==> src/hdl/apsum_pkg.sv <==
package apsum_pkg;

   // Field widths fixed by the channel definitions.
   localparam int PAGE_W  = 8;
   localparam int DIST_W  = 8;
   localparam int TOTAL_W = 21;
   localparam int COUNT_W = 15;

   // Default size of the distance store, in nodes per side.
   localparam int MAX_NODES_DEFAULT = 128;

   // Hop count that marks an unreachable pair.
   localparam logic [DIST_W-1:0] UNREACH = '1;
   localparam logic [DIST_W-1:0] DIST_ZERO = '0;
   localparam logic [DIST_W-1:0] DIST_ONE = DIST_W'(1);

   // Function codes of the request channel.
   localparam logic FUNC_LINK    = 1'b0;
   localparam logic FUNC_COMPUTE = 1'b1;

   // Commands from the controller to the datapath.
   typedef struct packed {
      logic cnt_clear;
      logic acc_clear;
      logic clr_step;
      logic link_wr;
      logic node_clear;
      logic row_read;
      logic row_load;
      logic elem_read;
      logic elem_write;
      logic sum_read;
      logic out_load;
   } cmd_type;

   // Status from the datapath to the controller.
   typedef struct packed {
      logic req_compute;
      logic n_zero;
      logic j_last;
      logic i_last;
      logic k_last;
      logic clr_last;
   } status_type;

endpackage

==> src/hdl/apsum_ctrl.sv <==
// Controller: sequences clearing, link loads, relaxation, summing and the report.
module apsum_ctrl (
   input  logic                  clock,
   input  logic                  reset,
   input  logic                  req_valid,
   output logic                  req_ready,
   output logic                  rsp_valid,
   input  logic                  rsp_ready,
   input  apsum_pkg::status_type status,
   output apsum_pkg::cmd_type    cmd
);

   typedef enum logic [8:0] {
      ST_CLEAR      = 9'b000000001,
      ST_IDLE       = 9'b000000010,
      ST_ROW_READ   = 9'b000000100,
      ST_ROW_LOAD   = 9'b000001000,
      ST_ELEM_READ  = 9'b000010000,
      ST_ELEM_WRITE = 9'b000100000,
      ST_SUM        = 9'b001000000,
      ST_SUM_FLUSH  = 9'b010000000,
      ST_DONE       = 9'b100000000
   } state_type;

   state_type state_ff, state_in;
   logic      rsp_valid_ff, rsp_valid_in;
   logic      out_free;

   assign out_free = !rsp_valid_ff || rsp_ready;

   // Next state and command decode.
   always_comb begin
      state_in  = state_ff;
      cmd       = '0;
      req_ready = 1'b0;
      case (state_ff)
         ST_CLEAR: begin
            cmd.clr_step = 1'b1;
            if (status.clr_last) begin
               cmd.cnt_clear = 1'b1;
               state_in      = ST_IDLE;
            end
         end
         ST_IDLE: begin
            req_ready = 1'b1;
            if (req_valid) begin
               if (status.req_compute) begin
                  cmd.cnt_clear = 1'b1;
                  cmd.acc_clear = 1'b1;
                  state_in      = status.n_zero ? ST_DONE : ST_ROW_READ;
               end else begin
                  cmd.link_wr = 1'b1;
               end
            end
         end
         ST_ROW_READ: begin
            cmd.row_read = 1'b1;
            state_in     = ST_ROW_LOAD;
         end
         ST_ROW_LOAD: begin
            cmd.row_load = 1'b1;
            state_in     = ST_ELEM_READ;
         end
         ST_ELEM_READ: begin
            cmd.elem_read = 1'b1;
            state_in      = ST_ELEM_WRITE;
         end
         ST_ELEM_WRITE: begin
            cmd.elem_write = 1'b1;
            if (status.j_last) begin
               if (status.i_last && status.k_last) begin
                  cmd.cnt_clear = 1'b1;
                  state_in      = ST_SUM;
               end else begin
                  state_in = ST_ROW_READ;
               end
            end else begin
               state_in = ST_ELEM_READ;
            end
         end
         ST_SUM: begin
            cmd.sum_read = 1'b1;
            if (status.j_last && status.i_last) begin
               state_in = ST_SUM_FLUSH;
            end
         end
         ST_SUM_FLUSH: begin
            state_in = ST_DONE;
         end
         ST_DONE: begin
            if (out_free) begin
               cmd.out_load   = 1'b1;
               cmd.node_clear = 1'b1;
               cmd.cnt_clear  = 1'b1;
               state_in       = ST_CLEAR;
            end
         end
         default: begin
            state_in = ST_CLEAR;
         end
      endcase
   end

   // Response valid flag of the output register.
   assign rsp_valid_in = cmd.out_load || (rsp_valid_ff && !rsp_ready);
   assign rsp_valid    = rsp_valid_ff;

   always_ff @(posedge clock) begin
      if (reset) begin
         state_ff     <= ST_CLEAR;
         rsp_valid_ff <= 1'b0;
      end else begin
         state_ff     <= state_in;
         rsp_valid_ff <= rsp_valid_in;
      end
   end

endmodule

==> config.mk <==
export PLATFORM = sky130hd
export DESIGN_NAME = apsum_ctrl
export DESIGN_NICKNAME = d
export VERILOG_FILES = /design/src/hdl/apsum_pkg.sv /design/src/hdl/apsum_ctrl.sv
export SDC_FILE = /design/constraint.sdc
export NUM_CORES = 1
export LEC_CHECK = 0
export ABC_CLOCK_PERIOD_IN_PS = 5750
export BUFFER_PORTS_ARGS = -buffer_cell sky130_fd_sc_hd__buf_4
export CORE_ASPECT_RATIO = 1.25
export CORE_MARGIN = 1.5
export CORE_UTILIZATION = 35
export CTS_BUF_LIST = sky130_fd_sc_hd__clkbuf_16
export DETAILED_ROUTE_END_ITERATION = 6
export PLACE_DENSITY = 0.64
export SKIP_LAST_GASP = 1
export SLEW_MARGIN = 15
export SYNTH_ARGS = -nofsm -noshare
export SYNTH_HDL_FRONTEND = slang
export SYNTH_SLANG_ARGS = --single-unit
==> constraint.sdc <==
create_clock -name clock -period 5.75 [get_ports clock]
set_clock_uncertainty 0.15 [all_clocks]
set_input_delay 1.15 -clock clock [delete_from_list [all_inputs] [get_ports clock]]
set_output_delay 1.15 -clock clock [all_outputs]
set_load 0.01 [all_outputs]
==> flow_summary.toml, run 1 <==
[finish]
drive_above_1_share_pct = 33.6
multi_input_area_um2 = 487
seqCellArea_um2 = 200
syn_to_final_growth_pct = 30.1
final_nets = 122
final_cell_area_um2 = 967
fillers = 195
antennaDiodeCount = 0
final_cells = 130

[clock_tree]
cts_sinks = 10
cts_resized = 0
clk_pin_slew_ns = 0.04
cts_tree = "built"
post_cts_buffers = 0
worstSkewPairLatency_ns = 0.23
cts_htree_levels = 1
root_buffer = "clkbuf_16"
ctsLongestPathBuffers = 2
cts_buffers = 3
postCtsHoldBufs = 0

[timing]
setup_viol_count_final = 0
tightest_slew_ns = 0.503
min_period_ns = 3.53
period_share_pct = 61.5
fmax_ghz = 0.283
maxSlewHeadroom_pct = 65.6
rsz0062_at_grt = "no"
finalSetupTns_ns = 0
slew_violations = 0
finalHoldViolations = 0

[yosys]
postSynth.asyncResetShare_pct = 0
synth_edf_count = 0
ys_top_cells_by_area = "dfxtp_1, nor2_1, nand2b_1"
yosysMostFrequentCell = "nor2_1"
synth_cell_type_count = 40
synth.avg_cell_area_um2 = 8.08
synth_nets = 102
synth_ff_type = "dfxtp_1"
ys_seq_area_share_pct = 26.9
syn_area_um2 = 743
synthCells = 92
synth_common_cells = "nor2_1, dfxtp_1, a21oi_1, nand2b_1, nor3_1"
yosysTopAreaCellShare_pct = 26.9
synth_top_area_cell = "dfxtp_1"
yosysWarnings = 0
synth-seq-cells = 10

[critical_path]
cpPeakStageDelay_ns = 0.52
r2r_end = "state_ff[3]"
r2r_slack_ns = 3.58
start_kind = "flip-flop"
cp-startpoint = "state_ff[8]"
worst_setup_path_end_kind = "output pin"
cp-endpoint = "cmd[10]"
arrival_ns = 2.23
worst_path_max_delay_cell = "or3_1"
required_ns = 4.45
path_cells = "or3_1 > nor4_1 > nor3b_4 > a21oi_1 > nand3b_1 > buf_4"
crit_fanout = 9
worstSetupPathType = "reg -> out"
rr_startpoint = "state_ff[6]"
rr_worst_depth = 5

[global_routing]
gr-total-overflow = 0
globalRouteMet3Util_pct = 4.29
grt_use_met2_pct = 30.4
grt_max_degree = 13
grt_first_pass_wirelength_um = 2930
grt.busiest_layer = "met2"
grtUsageMet1_pct = 17.7
antenna_found_initial = 0
track_usage_pct = 17.0
grt_pass1_vias = 686

[power_and_ir_drop]
p_clk_share_pct = 49.1
p_sw_share_pct = 23.4
p_per_area_nw_per_um2 = 249
power.leakage_uw = 0.000414
power_frac_comb_pct = 18.7
vdd_drop_max_uv = 229
power_frac_seq_pct = 32.2
p_sw_uw = 56.2
intPower_uw = 185

[die]
die_width_um = 44.2
die_h_um = 54.5
start_util_pct = 37.5
fp.coreArea_um2 = 1980
rows = 18
die_area_um2 = 2410
ios = 23

[min_path]
min_path_type = "reg -> reg"

[routing]
drt-total-wl_um = 1820
postRouteAntennaNets = 0
post_drt_wl_per_cell_um = 14.0
drcViolationCount = 0
avgViaCountPerCell = 5.73
drt_iter0_drc = 6
vias = 745
dr.pass1.iters = 4

[place]
numPortBuffers = 22
dp.cells = 127
detailed_place_hpwl_um = 1390
place_area_um2 = 892
gp_congestion = 0.780

[outcome]
status = "finished, final reports clean"

[job]
cap_violations = 0
==> cells in the final DEF (no fill, tap or decap), types with 2 or more instances in the layout <==
cell type	synthesis	layout
or4_4	2	2
xnor2_1	2	2
or2_2	3	3
dfxtp_1	10	10
a21oi_1	6	6
clkbuf_16	0	3
nor4_1	3	3
and3_1	2	2
nand2_1	4	4
or4_1	2	2
inv_1	4	4
nor2_1	12	12
nand3b_1	2	2
buf_4	1	22
nor3_1	5	5
a22oi_1	2	2
nand2b_1	6	6
==> sequential cells by signal, summed over array words and instances (netlist names) <==
name	cells
rsp_valid	1
state_ff	9
==> metal layers <==
layer	wire, um	up-vias
met1	743	346
met3	96	7
met5	0	-
met4	48	0
met2	930	19
li1	-	373
==> worst max-delay path: cells and delay by family (launching register included) <==
family / cells / cell delay [ns]
simple gates: 4 / 1.38
flops: 1 / 0.37
compound gates: 1 / 0.13
buf+inv: 1 / 0.12
==> power groups by stage <==
stage | logic [uW] | registers, uW | clock network, uW
6_report | 44.9 | 77.5 | 118
5_1_grt | 49.5 | 78.0 | 125
4_1_cts | 45.4 | 77.3 | 119
3_5_place_dp | 44.9 | 78.3 | 0
3_3_place_gp | 44.5 | 78.5 | 0
2_1_floorplan | 33.8 | 74.0 | 0
==> how the worst min path moves through the flow <==
stage	depth (start not counted)	slack (ns)	endpoint	from
floorplan	2	0.33	state_ff[5]	state_ff[4]
global placement	2	0.37	state_ff[5]	state_ff[4]
detailed placement	2	0.38	state_ff[5]	state_ff[4]
CTS	2	0.38	state_ff[5]	state_ff[4]
global route	2	0.41	state_ff[5]	state_ff[4]
finish	2	0.37	state_ff[5]	state_ff[4]
==> cell type report <==
class                           instances  share of cell area, %
Sequential cell                        10                   20.7
Multi-Input combinational cell         71                   50.3
Inverter                                4                   1.55
Tap cell                               20                   2.59
Timing Repair Buffer                   22                   17.1
Clock buffer                            3                   7.76
==> stage by stage <==
| stage | util (%) | total power (uW) | setup WS, ns | hold slack [ns] |
|---|---|---|---|---|
| global route | 48.8 | 253 | 2.08 | 0.411 |
| global placement | 45.0 | 123 | 2.49 | 0.372 |
| floorplan | - | 108 | 2.59 | 0.335 |
| detailed placement | 45.0 | 123 | 2.46 | 0.375 |
| CTS | 48.8 | 242 | 2.22 | 0.381 |
| finish | 48.8 | 241 | 2.22 | 0.375 |
==> cell families after synthesis <==
logic type                Yosys count  share of synthesized area, %
and+or+nand+nor                    51                          45.3
AOI/OAI and AO/OA                  18                          17.8
DFF                                10                          26.9
xor gates and xnor gates            2                          2.36
buffers and inverters              11                          7.58
(Power assumes the default switching activity.)
==> run 2: changes to the inputs <==
--- a/config.mk
+++ b/config.mk
@@ -5,14 +5,14 @@
 export SDC_FILE = /design/constraint.sdc
 export NUM_CORES = 1
 export LEC_CHECK = 0
-export ABC_CLOCK_PERIOD_IN_PS = 5750
+export ABC_CLOCK_PERIOD_IN_PS = 3180
 export BUFFER_PORTS_ARGS = -buffer_cell sky130_fd_sc_hd__buf_4
 export CORE_ASPECT_RATIO = 1.25
 export CORE_MARGIN = 1.5
 export CORE_UTILIZATION = 35
 export CTS_BUF_LIST = sky130_fd_sc_hd__clkbuf_16
 export DETAILED_ROUTE_END_ITERATION = 6
-export PLACE_DENSITY = 0.64
+export PLACE_DENSITY = 0.66
 export SKIP_LAST_GASP = 1
 export SLEW_MARGIN = 15
 export SYNTH_ARGS = -nofsm -noshare
==> constraint.sdc (replaced) <==
create_clock -name clock -period 3.18 [get_ports clock]
set_clock_uncertainty 0.15 [all_clocks]
set_input_delay 0.636 -clock clock [delete_from_list [all_inputs] [get_ports clock]]
set_output_delay 0.636 -clock clock [all_outputs]
set_load 0.01 [all_outputs]
==> run 2 against run 1 <==
Net effect: non-clock buffer count up 1; clock-buffer cell count unchanged; combinational power is 79% higher; highest routed layer unchanged; largest cell class unchanged.
==> flow_summary.toml, run 2 (same netlist as run 1, synthesis figures left out) <==
[global_routing]
antenna_found_initial = 0
grtUsageMet1_pct = 16.4
grt_use_met2_pct = 27.7
track_usage_pct = 15.0
grt.busiest_layer = "met2"
grt_pass1_vias = 615
globalRouteMet3Util_pct = 2.31
grt_max_degree = 13
grt_first_pass_wirelength_um = 2600
gr-total-overflow = 0

[clock_tree]
cts_tree = "built"
worstSkewPairLatency_ns = 0.23
post_cts_buffers = 0
cts_buffers = 3
cts_resized = 0
cts_sinks = 10
postCtsHoldBufs = 0
cts_htree_levels = 1
clk_pin_slew_ns = 0.04
ctsLongestPathBuffers = 2
root_buffer = "clkbuf_16"

[die]
die_width_um = 44.2
fp.coreArea_um2 = 1980
die_area_um2 = 2410
die_h_um = 54.5
rows = 18
start_util_pct = 37.5
ios = 23

[place]
detailed_place_hpwl_um = 1440
place_area_um2 = 900
pre_cts_ws_ns = 0.448
gp_congestion = 0.796
numPortBuffers = 22

[power_and_ir_drop]
vdd_drop_max_uv = 395
p_per_area_nw_per_um2 = 449
p_total_uw = 440
power.leakage_uw = 0.000421

[critical_path]
arrival_ns = 2.20
worstSetupPathType = "reg -> out"
crit_fanout = 9
required_ns = 2.39
start_kind = "flip-flop"
worst_setup_path_end_kind = "output pin"

[finish]
final_nets = 123
final_cell_area_um2 = 978
drive_above_1_share_pct = 33.9
antennaDiodeCount = 0
largest_reg_flops = 9
syn_to_final_growth_pct = 31.6
mostFrequentLayoutCells = "buf_4, nor2_1, dfxtp_1"
top_register = "state_ff"
fin_util_pct = 49.4
mostFrequentLayoutCell = "buf_4"
fillers = 216

[timing]
min_period_ns = 2.98
tightest_slew_ns = 0.456
finalHoldViolations = 0
slew_violations = 0
setup_viol_count_final = 0
finalSetupTns_ns = 0
worst_slack_ns = 0.199
rsz0062_at_grt = "no"
period_share_pct = 93.7
maxSlewHeadroom_pct = 69.3
fmax_ghz = 0.335

[routing]
drt-total-wl_um = 1750
dr.pass1.iters = 4
drt_iter0_drc = 10
post_drt_wl_per_cell_um = 13.2
postRouteAntennaNets = 0
drcViolationCount = 0
avgViaCountPerCell = 5.59
vias = 738

[outcome]
status = "finished, final reports clean"

[job]
cap_violations = 0

[min_path]
min_path_type = "reg -> reg"
## run 2: cell types whose count changed in the layout (fill, tap and decap cells not counted)
cell / delta
clkinv_1: +1
buf_4: +1
## run 2: path summary, 6_finish.rpt
path                                   from     endpoint  slack (ns)  cells after the start
worst min register to register  state_ff[4]  state_ff[5]        0.38                      2
worst max-delay path            state_ff[6]      cmd[10]        0.20                      6
worst min-delay path            state_ff[4]  state_ff[5]        0.38                      2
worst max register to register  state_ff[6]  state_ff[5]        1.03                      5
## run 2: layout make-up
class	count	area [um^2]	share of cell area (%)
Multi-Input combinational cell	71	487	49.7
Sequential cell	10	200	20.5
Timing Repair Buffer	23	173	17.6
Clock buffer	3	75.1	7.67
Tap cell	20	25.0	2.56
Inverter	4	15.0	1.53
Clock inverter	1	3.75	0.384
## run 2: layer usage
layer / part of all wire, % / up-vias / routed length, um
li1: - / 379 / -
met3: 5.7 / 2 / 100
met4: 1.5 / 0 / 27
met5: 0 / - / 0
met1: 41 / 337 / 719
met2: 51 / 20 / 899
## run 2: stage by stage
step	hold WS (ns)	std cells
3_3_place_gp	0.359	128
4_1_cts	0.378	132
2_1_floorplan	0.335	92
5_1_grt	0.391	132
6_report	0.376	132
3_5_place_dp	0.373	128
## run 2: report_power, final
group / total (uW) / switching [uW] / internal [uW]
combinational: 80.3 / 38.8 / 41.5
sequential: 140 / 10.5 / 130
clock: 219 / 54.7 / 164
## run 2: worst max-delay path, stage by stage, from the launching register on
cell and delay, ns:
dfxtp_1 0.38, or4_4 0.60, or4_4 0.56, nor2b_4 0.14, a21oi_1 0.06, nand3b_1 0.09
buf_4 0.12
==> run 3: changes to the inputs <==
--- a/config.mk
+++ b/config.mk
@@ -8,11 +8,11 @@
 export ABC_CLOCK_PERIOD_IN_PS = 3180
 export BUFFER_PORTS_ARGS = -buffer_cell sky130_fd_sc_hd__buf_4
 export CORE_ASPECT_RATIO = 1.25
-export CORE_MARGIN = 1.5
 export CORE_UTILIZATION = 35
 export CTS_BUF_LIST = sky130_fd_sc_hd__clkbuf_16
 export DETAILED_ROUTE_END_ITERATION = 6
 export PLACE_DENSITY = 0.66
+export SETUP_SLACK_MARGIN = 0.4
 export SKIP_LAST_GASP = 1
 export SLEW_MARGIN = 15
 export SYNTH_ARGS = -nofsm -noshare
==> run 3 against run 2 <==
Net effect: utilization rose by 4.0 points; critical path type unchanged; global-route usage rose by 3.1 points; sequential power barely moved; via count rose by 6.0%; combinational power rose by 17%; non-clock buffer count rose by 5; power rose by 1.5%; critical endpoint unchanged; largest cell class unchanged.
==> flow_summary.toml, run 3 (same netlist as run 1, synthesis figures left out) <==
[place]
gp_congestion = 0.814
numPortBuffers = 22
detailed_place_hpwl_um = 1440

[global_routing]
antenna_found_initial = 0
grt_pass1_vias = 686
gr-total-overflow = 0
grt_max_degree = 13
grt_first_pass_wirelength_um = 3100
track_usage_pct = 18.0

[finish]
largest_reg_flops = 9
mostFrequentLayoutCell = "buf_4"
syn_to_final_growth_pct = 42.3
fin_util_pct = 53.3
antennaDiodeCount = 0
top_register = "state_ff"
drive_above_1_share_pct = 44.8
mostFrequentLayoutCells = "buf_4, nor2_1, nand2b_1, a21oi_1, dfxtp_1"
final_nets = 128

[clock_tree]
cts_tree = "built"
root_buffer = "clkbuf_16"
ctsLongestPathBuffers = 2
cts_sinks = 10
postCtsHoldBufs = 0
cts_htree_levels = 1
clk_pin_slew_ns = 0.04
worstSkewPairLatency_ns = 0.23
cts_buffers = 3

[routing]
drt-total-wl_um = 1970
vias = 782
avgViaCountPerCell = 5.75
drcViolationCount = 0
drt_iter0_drc = 11
postRouteAntennaNets = 0
dr.pass1.iters = 5
post_drt_wl_per_cell_um = 14.5

[outcome]
status = "finished, final reports clean"

[job]
cap_violations = 0

[timing]
fmax_ghz = 0.364
tightest_slew_ns = 0.391
finalHoldViolations = 0
period_share_pct = 86.4
min_period_ns = 2.75
rsz0062_at_grt = "yes"
finalSetupTns_ns = 0
slew_violations = 0
maxSlewHeadroom_pct = 73.3
setup_viol_count_final = 0

[power_and_ir_drop]
p_per_area_nw_per_um2 = 422
power.leakage_uw = 0.000449
p_sw_share_pct = 23.3
p_sw_uw = 104
vdd_drop_max_uv = 374
p_clk_share_pct = 47.5
power_frac_seq_pct = 31.4
power_frac_comb_pct = 21.1
intPower_uw = 343

[critical_path]
crit_fanout = 3
worst_setup_path_end_kind = "output pin"
arrival_ns = 1.96
worstSetupPathType = "reg -> out"
required_ns = 2.39
start_kind = "flip-flop"

[min_path]
min_path_type = "reg -> reg"

[die]
fp.coreArea_um2 = 1980
start_util_pct = 37.5
die_area_um2 = 2310
die_h_um = 53.5
die_width_um = 43.2
ios = 23
rows = 18
==> run 3: cell types whose count changed in the layout (fill, tap and decap cells not counted), moves of 2 or more <==
cell,delta
buf_4,+4
dfxtp_1,-4
dfxtp_4,+3
nor3_1,-2
nor3_2,+2
==> run 3: repair_timing <==
item / CTS / global route
gates resized for setup: 10 / 4
cloned: 0 / 0
setup buffers: 4 / 1
setup endpoints to repair: 6 / 2
pin swaps: 3 / 1
==> run 3: path summary, 6_finish.rpt <==
check | from | to | slack (ns) | cells past startpoint
min | state_ff[4] | state_ff[5] | 0.40 | 2
max | state_ff[7] | cmd[10] | 0.43 | 6
min reg2reg | state_ff[4] | state_ff[5] | 0.40 | 2
max reg2reg | state_ff[7] | state_ff[3] | 0.97 | 6
==> run 3: final cells by class <==
type,count,area (um^2)
repair buffers,28,214
multi-input cells,71,515
inverters,4,15.0
well taps,20,25.0
fillers,187,925
flip-flops and latches,10,213
clock buffers,3,75.1
==> run 3: power by group through the flow <==
stage | logic [uW] | clock network, uW | registers [uW]
2_1_floorplan | 61.1 | 0 | 134
3_3_place_gp | 80.0 | 0 | 142
3_5_place_dp | 81.2 | 0 | 142
4_1_cts | 88.8 | 217 | 139
5_1_grt | 102 | 225 | 141
6_report | 94.1 | 212 | 140
==> run 3: worst max-delay path: stages, from the launching register on <==
cell      delay (ns)
dfxtp_4         0.33
or4_4           0.54
or4_4           0.46
nor2b_4         0.14
a21oi_1         0.06
nand3b_1        0.08
buf_4           0.12
==> run 3: routing by layer <==
layer	share of wire (%)	vias up	GRT usage (%)	wire, um
li1	-	387	-	-
met5	0	-	0	0
met1	41	364	19.1	815
met2	49	20	29.6	966
met3	4.8	11	5.12	94
met4	4.5	0	14.6	89
==> run 3: per-stage QoR <==
step	hold slack [ns]	setup slack, ns	cells	total power (uW)	area [um^2]
2_1_floorplan	0.335	0.537	92	195	743
3_3_place_gp	0.366	0.471	128	222	900
3_5_place_dp	0.370	0.459	128	223	900
4_1_cts	0.390	0.401	135	445	1040
5_1_grt	0.441	0.384	136	468	1060
6_report	0.401	0.432	136	446	1060
